==> src/design/tqe_pkg.sv <==
// tqe_pkg: shared types, codes and helpers for the team queue engine
// no dependencies; imported by the interfaces and every module

package tqe_pkg;

    localparam int unsigned DEF_GROUPS         = 16;
    localparam int unsigned DEF_MEMBER_ENTRIES = 64;
    localparam int unsigned DEF_QUEUE_DEPTH    = 256;

    localparam int unsigned FUNC_W   = 2;
    localparam int unsigned ELEM_W   = 32;
    localparam int unsigned GID_W    = 4;
    localparam int unsigned STATUS_W = 2;

    typedef enum logic [FUNC_W-1:0] {
        FUNC_LOAD    = 2'd0,
        FUNC_ENQUEUE = 2'd1,
        FUNC_DEQUEUE = 2'd2,
        FUNC_CLEAR   = 2'd3
    } func_t;

    typedef enum logic [STATUS_W-1:0] {
        STATUS_OK      = 2'd0,
        STATUS_EMPTY   = 2'd1,
        STATUS_UNKNOWN = 2'd2,
        STATUS_FULL    = 2'd3
    } status_t;

    typedef enum logic [2:0] {
        ST_IDLE,
        ST_MEMBER,
        ST_ENQ_WRITE,
        ST_ENQ_LINK,
        ST_DEQ_GROUP,
        ST_DEQ_SLOT,
        ST_DEQ_RETIRE,
        ST_RESP
    } state_t;

    typedef struct packed {
        logic start;
        logic load;
        logic clear;
    } member_ctl_t;

    typedef struct packed {
        logic done;
        logic hit;
        logic full;
    } member_rsp_t;

    typedef struct packed {
        logic peek;
        logic rd;
        logic alloc;
        logic free;
        logic link_wr;
        logic clear;
    } store_ctl_t;

    typedef struct packed {
        logic rd_ring;
        logic rd_front;
        logic rd_sel;
        logic attach;
        logic detach;
        logic clear;
    } group_ctl_t;

    // group id modulo n by restoring subtraction, four narrow steps
    function automatic logic [GID_W-1:0] reduce_gid(input logic [GID_W-1:0] g,
                                                     input int unsigned n);
        int unsigned r;
        int k;
        r = int'(g);
        for (k = GID_W - 1; k >= 0; k--)
        begin
            if (r >= (n << k))
            begin
                r = r - (n << k);
            end
        end
        return GID_W'(r);
    endfunction

endpackage

==> src/design/tqe_member.sv <==
// tqe_member: membership table memory with a one-entry-per-cycle search
// and the load update; depends on tqe_pkg

module tqe_member #(
    parameter int unsigned MEMBER_ENTRIES = 64,
    parameter int unsigned GROUPS         = 16
) (
    input  logic                             clk,
    input  logic                             rst_n,
    input  tqe_pkg::member_ctl_t             ctl,
    input  logic [tqe_pkg::ELEM_W-1:0]       key,
    input  logic [$clog2(GROUPS)-1:0]        gid,
    output tqe_pkg::member_rsp_t             rsp,
    output logic [$clog2(GROUPS)-1:0]        group
);
    import tqe_pkg::*;

    localparam int unsigned MW = $clog2(MEMBER_ENTRIES);
    localparam int unsigned CW = MW + 1;
    localparam int unsigned GW = $clog2(GROUPS);

    logic [ELEM_W-1:0] value_mem [MEMBER_ENTRIES];
    logic [GW-1:0]     group_mem [MEMBER_ENTRIES];
    logic [ELEM_W-1:0] val_q;
    logic [GW-1:0]     grp_q;

    logic              busy_reg, busy_next;
    logic              load_reg, load_next;
    logic              pend_reg, pend_next;
    logic [CW-1:0]     iss_reg, iss_next;
    logic [CW-1:0]     count_reg, count_next;
    logic [MW-1:0]     pidx_reg, pidx_next;
    logic [ELEM_W-1:0] key_reg, key_next;
    logic [GW-1:0]     gid_reg, gid_next;

    logic              hit;
    logic              miss;
    logic              issue;
    logic              room;
    logic              wr_en;
    logic [MW-1:0]     wr_addr;

    always_comb
    begin
        hit     = busy_reg && pend_reg && (val_q == key_reg);
        miss    = busy_reg && !pend_reg && (iss_reg >= count_reg);
        issue   = busy_reg && !hit && !miss && (iss_reg < count_reg);
        room    = count_reg < CW'(MEMBER_ENTRIES);
        wr_en   = load_reg && (hit || (miss && room));
        wr_addr = hit ? pidx_reg : count_reg[MW-1:0];
    end

    always_comb
    begin
        busy_next  = busy_reg;
        load_next  = load_reg;
        pend_next  = 1'b0;
        iss_next   = iss_reg;
        count_next = count_reg;
        pidx_next  = pidx_reg;
        key_next   = key_reg;
        gid_next   = gid_reg;
        if (ctl.clear)
        begin
            busy_next  = 1'b0;
            count_next = '0;
        end
        else if (ctl.start)
        begin
            busy_next = 1'b1;
            load_next = ctl.load;
            iss_next  = '0;
            key_next  = key;
            gid_next  = gid;
        end
        else
        begin
            if (hit || miss)
            begin
                busy_next = 1'b0;
            end
            if (issue)
            begin
                pend_next = 1'b1;
                pidx_next = iss_reg[MW-1:0];
                iss_next  = iss_reg + CW'(1);
            end
            if (load_reg && miss && room)
            begin
                count_next = count_reg + CW'(1);
            end
        end
    end

    always_ff @(posedge clk or negedge rst_n)
    begin
        if (!rst_n)
        begin
            busy_reg  <= 1'b0;
            load_reg  <= 1'b0;
            pend_reg  <= 1'b0;
            iss_reg   <= '0;
            count_reg <= '0;
        end
        else
        begin
            busy_reg  <= busy_next;
            load_reg  <= load_next;
            pend_reg  <= pend_next;
            iss_reg   <= iss_next;
            count_reg <= count_next;
        end
    end

    always_ff @(posedge clk)
    begin
        pidx_reg <= pidx_next;
        key_reg  <= key_next;
        gid_reg  <= gid_next;
    end

    always_ff @(posedge clk)
    begin
        if (wr_en)
        begin
            value_mem[wr_addr] <= key_reg;
            group_mem[wr_addr] <= gid_reg;
        end
        if (issue)
        begin
            val_q <= value_mem[iss_reg[MW-1:0]];
            grp_q <= group_mem[iss_reg[MW-1:0]];
        end
    end

    assign rsp.done = hit || miss;
    assign rsp.hit  = hit;
    assign rsp.full = load_reg && miss && !room;
    assign group    = grp_q;

endmodule

==> config.mk <==
export PLATFORM = sky130hd
export DESIGN_NAME = tqe_member
export DESIGN_NICKNAME = d
export VERILOG_FILES = /design/src/design/tqe_pkg.sv /design/src/design/tqe_member.sv
export SDC_FILE = /design/constraint.sdc
export NUM_CORES = 2
export LEC_CHECK = 0
export ABC_AREA = 1
export BUFFER_PORTS_ARGS = -buffer_cell sky130_fd_sc_hd__buf_2
export CAP_MARGIN = 20
export CORE_MARGIN = 5
export CORE_UTILIZATION = 45
export DETAILED_ROUTE_END_ITERATION = 10
export HOLD_SLACK_MARGIN = 0.12
export PLACE_DENSITY = 0.66
export SYNTH_ARGS = -nofsm -noshare
export SYNTH_HDL_FRONTEND = slang
export SYNTH_SLANG_ARGS = --single-unit
==> constraint.sdc <==
create_clock -name clk -period 7.6 [get_ports clk]
set_input_delay 1.14 -clock clk [delete_from_list [all_inputs] [get_ports clk]]
set_output_delay 1.14 -clock clk [all_outputs]
set_load 0.005 [all_outputs]
==> reports/results.txt <==
vias in the first global route: 56.71k
Mean Syn Cell Area: 13.50 sq um
# Max-Cap Violations: 0
Worst-Skew Late Latency: 880 ps
Fmax achieved: 185.7 MHz
Syn Std Cell Area: 0.09397 sq mm
full die area: 0.2181 sq mm
max incr delay on CP: 970 ps
largest register by flop count: value_mem
grt total ovfl: 0
Core ar.: 0.2075 sq mm
Worst-Margin Slew: 1154 ps
Rel. slew slack: 23.06%
sequential area share after synthesis: 76.57%
Tot GR Track Use: 24.47%
initial core utilization: 45.29%
outcome: completed
hpwl dp: 150.7 mm
yosys warns: 0
Lkg Pwr: 33.61 nW
DIE WIDTH: 467.0 um
first-pass GRT wire length: 394.4 mm
worst path cell trace: buf_4 > inv_1 > nand2_1 > nand2_1 > nor2_1 > nand3_1 > nor2_1 > nand3_1 > nand2_1 > o21ai_1 > nor2_1 > nand2_1 > nor2_4 > buf_4
# port buffers: 47
Sequential Power Share: 55.3%
Worst EP arrival: 5890 ps
Die Y: 467.0 um
proportion of power drawn by the clock network: 42.1%
CTS sink cnt: 2399
Crit-path slowest cell: edfxtp_1
1st-iter DRT viols: 9263
clock buffer count from CTS: 227
Layout Skew: 63.56 ps
DRC viols: 0
Synth Flop Type: edfxtp_1
FF+latch count, synth: 2399
area delta synth->final: 11.53%
min Tclk post-route: 5385 ps
H-tree Lvls: 4
nets: 6965
Largest regs: value_mem: 2048 flops, group_mem: 256 flops
CTS tree: yes
number of distinct library cells after synthesis: 36
placement row count: 167
setup_tns: 0 ps
Ports: 48
most used cell, CP: nand2_1
Fillers: 17.18k
max reg flops: 2048
Setup CP Type: register to register
CP max FO: 36
CTS root buf: clkbuf_16
maximum clock path buffer count: 3
DR WL/cell: 27.69 um
via count: 60.59k
Sw Ratio: 20.87%
largest net degree at the start of global routing: 199
crit share post-route: 70.86%
DR pass1 iterations: 6
ys async rst share: 0.7086%
Final Hold Fails: 0
crit start category: register
Tot Pwr: 26.52 mW
Post-Syn Nets: 7011
share of post-route cells with drive strength above 1: 8.747%
Final ANT Viol Nets: 0
Switch Pwr: 5.535 mW
via/cell ratio: 6.119
Reg clk slew, reported paths: 60 ps
worst path bufs/invs: 3
Power Internal: 20.99 mW
power per cell area: 253.1 mW/mm^2
Hold WC Path Type: input pin to async pin
WP data required: 8100 ps
CTS Hold Bufs: 0
Crit. End Element: register
cts repair resizes: 0
CP delay by family, top: simple AND/OR/NAND/NOR gates
final WL: 274.1 mm
Synth Instances: 6961
final setup vio count: 0
hold_ws: 207.1 ps
Logic pwr share: 2.6%
GPL Wtd Cong: 0.8731
Post-synth EDFFs: 2382
RSZ-0062 raised after global routing: false
peak supply drop: 0.2079 mV
initial antenna violation count: 10
Pins Over Slew Limit: 0
postcts setup bufs: 0
-- placed cells by master (no fill, tap or decap), types with 61 or more instances in the layout --
cell type and count:
a21oi_1 96, edfxtp_1 2382, o22ai_1 330, nand3_1 276, o221ai_1 233, clkbuf_16 228
nor2_4 68, o21ai_0 1155, nand2_1 437, inv_1 74, nor2_1 1211, buf_4 152
clkinv_1 61
-- power by group through the flow --
stage,Clock (mW),Combinational [mW],Sequential (mW)
after detailed placement,0,0.673,15.0
after global placement,0,0.654,15.0
after global routing,11.8,0.724,14.7
final,11.2,0.684,14.7
after CTS,11.3,0.674,14.7
after floorplan,0,0.235,15.0
-- per-layer routing --
layer	global-route usage, %	up-vias	part of all wire [%]
met2	37.90	3661	46
li1	-	26108	-
met3	5.564	496	11
met1	34.56	30321	39
met5	0	-	0
met4	7.996	0	3.4
-- synthesized netlist by cell type, types with 53 or more instances --
library cell / instances / area, sq um
a21oi_1: 96 / 480.5
buf_2: 53 / 265.3
clkbuf_1: 370 / 1389
edfxtp_1: 2382 / 71530
inv_1: 75 / 281.5
nand2_1: 437 / 1640
nand3_1: 276 / 1381
nand4_1: 60 / 375.4
nor2_1: 1277 / 4793
o21ai_0: 1155 / 5781
o221ai_1: 233 / 2041
o22ai_1: 330 / 2064
-- cells by family (layout without fill, tap and decap cells) --
group,Yosys count,count (layout),share of synthesized area (%)
flops,2399,2399,76.57
other cells,0,3,0
buf+inv,576,726,2.695
xor+xnor,11,11,0.1025
fa+ha+maj,9,9,0.1198
simple gates,2077,2077,8.932
compound gates,1889,1889,11.58
-- stage by stage --
stage | utilization (%) | area [sq um] | std cells | setup WS (ps)
final | 50.51 | 104800 | 9902 | 2215
after global routing | 50.51 | 104800 | 9900 | 1977
after CTS | 50.50 | 104800 | 9899 | 2307
after detailed placement | 46.98 | 97480 | 9474 | 2335
after global placement | 46.92 | 97360 | 9469 | 2395
after floorplan | - | 93970 | 6961 | 3286
-- layout make-up --
cell class	count	area [sq um]	area share, %
clock inverters	139	1385	1.322
multi-input cells	3986	19980	19.06
flip-flops and latches	2399	71970	68.68
diodes	3	7.507	0.007164
inverters	88	367.9	0.3510
clock buffers	286	5923	5.652
repair buffers	213	1679	1.602
well taps	2788	3488	3.329
-- path summary, 6_finish.rpt --
path	start	endpoint	slack [ps]	cells after the start
max	key_reg[27]$_DFFE_PP_	value_mem[22][14]$_DFFE_PP_	2210	14
min	rst_n	iss_reg[3]$_DFFE_PN0P_	210	1
max reg2reg	key_reg[27]$_DFFE_PP_	value_mem[22][14]$_DFFE_PP_	2210	14
min reg2reg	count_reg[6]$_DFFE_PN0P_	count_reg[6]$_DFFE_PN0P_	520	2
max in group asynchronous	rst_n	iss_reg[1]$_DFFE_PN0P_	7030	1
min in group clk	gid[1]	gid_reg[1]$_DFFE_PP_	440	1
No activity file was read; power rests on OpenSTA's default activity.
