### config.mk
export PLATFORM = sky130hd
export DESIGN_NAME = tqe_group
export DESIGN_NICKNAME = d
export VERILOG_FILES = /design/src/design/tqe_pkg.sv /design/src/design/tqe_group.sv
export SDC_FILE = /design/constraint.sdc
export NUM_CORES = 1
export LEC_CHECK = 0
export ABC_CLOCK_PERIOD_IN_PS = 3100
export BUFFER_PORTS_ARGS = -buffer_cell sky130_fd_sc_hd__buf_4
export CAP_MARGIN = 20
export CORE_UTILIZATION = 45
export DETAILED_ROUTE_END_ITERATION = 8
export HOLD_SLACK_MARGIN = 0.05
export SLEW_MARGIN = 10
export SYNTH_ARGS = -nofsm -noshare
export SYNTH_HDL_FRONTEND = slang
export SYNTH_SLANG_ARGS = --single-unit
export TNS_END_PERCENT = 100
### constraint.sdc
create_clock -name clk -period 3.1 [get_ports clk]
set_clock_uncertainty 0.05 [all_clocks]
set_input_delay 0.465 -clock clk [delete_from_list [all_inputs] [get_ports clk]]
set_output_delay 0.465 -clock clk [all_outputs]
set_load 0.005 [all_outputs]
### src/design/tqe_pkg.sv
// tqe_pkg: shared types, codes and helpers for the team queue engine
// no dependencies; imported by the interfaces and every module

package tqe_pkg;

    localparam int unsigned DEF_GROUPS         = 16;
    localparam int unsigned DEF_MEMBER_ENTRIES = 64;
    localparam int unsigned DEF_QUEUE_DEPTH    = 256;

    localparam int unsigned FUNC_W   = 2;
    localparam int unsigned ELEM_W   = 32;
    localparam int unsigned GID_W    = 4;
    localparam int unsigned STATUS_W = 2;

    typedef enum logic [FUNC_W-1:0] {
        FUNC_LOAD    = 2'd0,
        FUNC_ENQUEUE = 2'd1,
        FUNC_DEQUEUE = 2'd2,
        FUNC_CLEAR   = 2'd3
    } func_t;

    typedef enum logic [STATUS_W-1:0] {
        STATUS_OK      = 2'd0,
        STATUS_EMPTY   = 2'd1,
        STATUS_UNKNOWN = 2'd2,
        STATUS_FULL    = 2'd3
    } status_t;

    typedef enum logic [2:0] {
        ST_IDLE,
        ST_MEMBER,
        ST_ENQ_WRITE,
        ST_ENQ_LINK,
        ST_DEQ_GROUP,
        ST_DEQ_SLOT,
        ST_DEQ_RETIRE,
        ST_RESP
    } state_t;

    typedef struct packed {
        logic start;
        logic load;
        logic clear;
    } member_ctl_t;

    typedef struct packed {
        logic done;
        logic hit;
        logic full;
    } member_rsp_t;

    typedef struct packed {
        logic peek;
        logic rd;
        logic alloc;
        logic free;
        logic link_wr;
        logic clear;
    } store_ctl_t;

    typedef struct packed {
        logic rd_ring;
        logic rd_front;
        logic rd_sel;
        logic attach;
        logic detach;
        logic clear;
    } group_ctl_t;

    // group id modulo n by restoring subtraction, four narrow steps
    function automatic logic [GID_W-1:0] reduce_gid(input logic [GID_W-1:0] g,
                                                     input int unsigned n);
        int unsigned r;
        int k;
        r = int'(g);
        for (k = GID_W - 1; k >= 0; k--)
        begin
            if (r >= (n << k))
            begin
                r = r - (n << k);
            end
        end
        return GID_W'(r);
    endfunction

endpackage

### src/design/tqe_group.sv
// tqe_group: per-group head and tail memories, waiting flags and the
// group-order ring; depends on tqe_pkg

module tqe_group #(
    parameter int unsigned GROUPS      = 16,
    parameter int unsigned QUEUE_DEPTH = 256
) (
    input  logic                              clk,
    input  logic                              rst_n,
    input  tqe_pkg::group_ctl_t               ctl,
    input  logic [$clog2(GROUPS)-1:0]         sel,
    input  logic [$clog2(QUEUE_DEPTH)-1:0]    slot,
    input  logic [$clog2(QUEUE_DEPTH)-1:0]    nxt,
    output logic [$clog2(QUEUE_DEPTH)-1:0]    head_q,
    output logic [$clog2(QUEUE_DEPTH)-1:0]    tail_q,
    output logic                              sel_waiting,
    output logic                              ring_empty
);
    import tqe_pkg::*;

    localparam int unsigned GW = $clog2(GROUPS);
    localparam int unsigned AW = $clog2(QUEUE_DEPTH);

    logic [AW-1:0]     head_mem [GROUPS];
    logic [AW-1:0]     tail_mem [GROUPS];
    logic [GW-1:0]     ring_mem [GROUPS];
    logic [GW-1:0]     ring_q;

    logic [GROUPS-1:0] waiting_reg, waiting_next;
    logic [GW-1:0]     oh_reg, oh_next;
    logic [GW:0]       oc_reg, oc_next;
    logic [GW-1:0]     front_reg;

    logic              last;
    logic [GW+1:0]     push_sum;
    logic [GW-1:0]     push_idx;
    logic              ring_we;
    logic              head_we;
    logic [GW-1:0]     head_wa;
    logic [AW-1:0]     head_wd;
    logic              grp_re;
    logic [GW-1:0]     grp_ra;

    always_comb
    begin
        sel_waiting = waiting_reg[sel];
        ring_empty  = (oc_reg == '0);
        last        = (head_q == tail_q);
        push_sum    = (GW+2)'(oh_reg) + (GW+2)'(oc_reg);
        if (push_sum >= (GW+2)'(GROUPS))
        begin
            push_idx = GW'(push_sum - (GW+2)'(GROUPS));
        end
        else
        begin
            push_idx = GW'(push_sum);
        end
        ring_we = ctl.attach && !sel_waiting && (oc_reg < (GW+1)'(GROUPS));
        head_we = (ctl.attach && !sel_waiting) || (ctl.detach && !last);
        head_wa = ctl.attach ? sel : front_reg;
        head_wd = ctl.attach ? slot : nxt;
        grp_re  = ctl.rd_front || ctl.rd_sel;
        grp_ra  = ctl.rd_front ? ring_q : sel;
    end

    always_comb
    begin
        waiting_next = waiting_reg;
        oh_next      = oh_reg;
        oc_next      = oc_reg;
        if (ctl.clear)
        begin
            waiting_next = '0;
            oh_next      = '0;
            oc_next      = '0;
        end
        else if (ctl.attach)
        begin
            waiting_next[sel] = 1'b1;
            if (ring_we)
            begin
                oc_next = oc_reg + (GW+1)'(1);
            end
        end
        else if (ctl.detach && last)
        begin
            waiting_next[front_reg] = 1'b0;
            oh_next = (oh_reg == GW'(GROUPS - 1)) ? '0 : oh_reg + GW'(1);
            oc_next = oc_reg - (GW+1)'(1);
        end
    end

    always_ff @(posedge clk or negedge rst_n)
    begin
        if (!rst_n)
        begin
            waiting_reg <= '0;
            oh_reg      <= '0;
            oc_reg      <= '0;
        end
        else
        begin
            waiting_reg <= waiting_next;
            oh_reg      <= oh_next;
            oc_reg      <= oc_next;
        end
    end

    always_ff @(posedge clk)
    begin
        if (ctl.rd_front)
        begin
            front_reg <= ring_q;
        end
    end

    always_ff @(posedge clk)
    begin
        if (head_we)
        begin
            head_mem[head_wa] <= head_wd;
        end
        if (ctl.attach)
        begin
            tail_mem[sel] <= slot;
        end
        if (grp_re)
        begin
            head_q <= head_mem[grp_ra];
            tail_q <= tail_mem[grp_ra];
        end
    end

    always_ff @(posedge clk)
    begin
        if (ring_we)
        begin
            ring_mem[push_idx] <= sel;
        end
        if (ctl.rd_ring)
        begin
            ring_q <= ring_mem[oh_reg];
        end
    end

endmodule

==> out/qor.txt <==
status - complete, no violations
final core utilization - 0.534
initial antenna violation count - 1
Cells after Synth - 853
first-pass GRT wire length - 52600 um
WP data arrival - 2.33 ns
die width - 188 um
ANT nets after route - 0
root buffer cell - clkbuf_16
mux share of post-synthesis cell area - 0.143
DRT iter0 DRCs - 694
Top Registers - head_mem x128, tail_mem x128, ring_mem x64
slowest cell on the critical path - mux4_1
Seq/Total Area, Yosys - 0.706
IO Pins - 46
fmax - 351 MHz
CTS Buf Count - 39
vias per cell - 5.73
pwr dens - 641 nW/um^2
Req. time, crit path - 2.58 ns
setup_tns - 0 ns
crit-path max FO - 7
final cycle utilization of the critical path - 0.919
min Tclk post-route - 2.85 ns
dpl ws - 0.209 ns
Peak VDD IR - 0.415 mV
CP Launch Type - flip-flop
I/O Buffers - 45
share of layout cells above drive strength 1 - 0.273
fin nets - 1005
CP max stage delay - 0.51 ns
max_cap viols - 0
Leakage Power - 6.24 nW
synth-to-layout area growth - 16.0%
clock net sink count - 369
Detailed Place HPWL - 23300 um
Post-synth EDFFs - 344
Fin Hold WS - 0.151 ns
Synth Area in Compound Gates - 0.0532
vias in the first global route - 8281
RD Place Congestion - 0.804
Post-Synth Adder-Cell Area - 0.00822
htree depth - 2
CP Buf/Inv Count - 3
Synth Flop Type - edfxtp_1
syn_area_per_cell - 18.2 um^2
routed length per instance - 24.1 um
worst skew pair latency - 0.54 ns
Setup violations, final - 0
unrepaired setup endpoints after global routing - false
routed via count - 8284
Hold/Removal Path Class - in2reg
die area - 35200 um^2
nature of the critical path endpoint - output pin
Worst Tran Pin Value - 0.978 ns
Post-synth ARST share - 0.0678
CP delay by family, top - multiplexers
Setup Fix Bufs, Post-CTS - 0
Hold Violations, Final - 0
grt ovf - 0
Initial Util - 0.461
min setup slack post-route - 0.251 ns
CTS tree - done
chip height - 188 um
yosys warns - 0
Synth Area in XOR/XNOR - 0.00790
Syn Nets - 890
routed wire length - 34900 um
largest family of logic cells by synthesized area - multiplexers
number of distinct library cells after synthesis - 59
clock buffer depth - 3
# rows - 67
Slew headroom - 0.345
largest net degree at the start of global routing - 34
synthesized area - 15500 um^2
gr usage total - 0.201
CP most frequent cell - buf_4
Synth Area in Simple Gates - 0.0565
DRT Pass-1 Iters - 5
DRC Markers - 0
WS Path Type - reg2out
synthesized flop and latch total - 369
CTS clk-pin slew, worst paths - 0.06 ns
core footprint - 33700 um^2
Final Max Tran Viols - 0
worst-path cell chain - mux4_1 -> mux2i_1 -> mux2_4 -> buf_4 -> inv_1 -> buf_4
[cells in the mapped netlist, types with 10 or more instances]
| cell type | count | area share |
|---|---|---|
| dfrtp_1 | 25 | 0.040 |
| nor2_1 | 31 | 0.0075 |
| mux4_1 | 18 | 0.030 |
| a211oi_1 | 13 | 0.0063 |
| mux2i_1 | 25 | 0.016 |
| nand2_1 | 51 | 0.012 |
| buf_6 | 13 | 0.0094 |
| and2_1 | 17 | 0.0069 |
| edfxtp_1 | 344 | 0.67 |
| a31oi_1 | 20 | 0.0081 |
| xor2_1 | 10 | 0.0056 |
| o22a_1 | 16 | 0.0090 |
| mux2_2 | 13 | 0.0094 |
| clkbuf_1 | 15 | 0.0036 |
| a21oi_1 | 28 | 0.0090 |
| nor3_1 | 33 | 0.011 |
| mux4_2 | 58 | 0.084 |
[per-stage QoR]
step           total power [mW]  instances  instance area, um^2
3_3_place_gp               7.05       1374                16700
5_1_grt                    11.9       1444                18000
3_5_place_dp               7.06       1374                16700
2_1_floorplan              6.57        853                15500
6_report                   11.5       1445                18000
4_1_cts                    11.7       1444                18000
[final cells by class]
| cell class | instances | area [um^2] |
|---|---|---|
| fill | 2684 | 15700 |
| sequential | 369 | 11000 |
| multi-input combinational | 427 | 4220 |
| clock buffer | 47 | 1030 |
| timing repair buffer | 122 | 968 |
| tap | 448 | 561 |
| clock inverter | 22 | 234 |
| inverter | 9 | 33.8 |
| antenna | 1 | 2.50 |
[logic make-up after synthesis]
kind of cell             Yosys count
AND/OR/NAND/NOR                  172
flip-flops                       369
buffers and inverters             57
XOR/XNOR                          14
adder cells (fa/ha/maj)            9
multiplexers                     117
AO/OA/AOI/OAI                    115
[power breakdown]
| group | total (mW) | switching (mW) | internal (mW) | leakage [nW] |
|---|---|---|---|---|
| logic | 1.18 | 0.663 | 0.521 | 2.15 |
| registers | 5.76 | 0.104 | 5.66 | 3.48 |
| clock network | 4.59 | 1.88 | 2.71 | 0.612 |
| total | 11.5 | 2.65 | 8.89 | 6.24 |
[placed cells by master (no fill, tap or decap), types with 18 or more instances in the layout]
cell / n
edfxtp_1: 344
buf_4: 117
nand2_1: 51
nor3_1: 33
nor2_1: 31
mux4_1: 18
mux2i_1: 23
clkbuf_16: 40
mux4_2: 58
dfrtp_1: 25
a31oi_1: 20
a21oi_1: 28
[worst register-to-register path, delay by kind of cell, from the launching register on]
family                 cells  cell delay, ns
AND/OR/NAND/NOR            2            0.62
buffers and inverters      2            0.37
AO/OA/AOI/OAI              2            0.52
flip-flops                 1            0.49
XOR/XNOR                   1            0.21
[what timing repair did]
action                                  CTS  global route
resized for setup                         0             0
endpoints found under the setup margin    0             0
endpoints found under the hold margin    25             0
hold buffers                              1             0
[layer usage]
| layer | vias up | global-route usage | part of all wire | routed length (um) |
|---|---|---|---|---|
| met5 | - | 0 | 0 | 0 |
| met4 | 0 | 0.0507 | 0.016 | 544 |
| met3 | 52 | 0.0378 | 0.069 | 2420 |
| met2 | 278 | 0.311 | 0.46 | 16200 |
| met1 | 4248 | 0.296 | 0.45 | 15700 |
| li1 | 3706 | - | - | - |
[path summary, 6_finish.rpt]
| path | slack (ns) | start | cells past startpoint | to |
|---|---|---|---|---|
| worst min-delay path | 0.15 | ctl[5] | 1 | ring_q[1] |
| worst max register to register | 0.48 | tail_q[6] | 7 | head_mem[11][4] |
| min in group asynchronous | 0.32 | rst_n | 2 | waiting_reg[2] |
| max in group asynchronous | 2.40 | rst_n | 2 | oh_reg[3] |
| worst max-delay path | 0.25 | waiting_reg[3] | 6 | sel_waiting |
| worst min register to register | 0.46 | waiting_reg[0] | 1 | waiting_reg[0] |
Note: power is estimated with default switching activity, not from simulation.
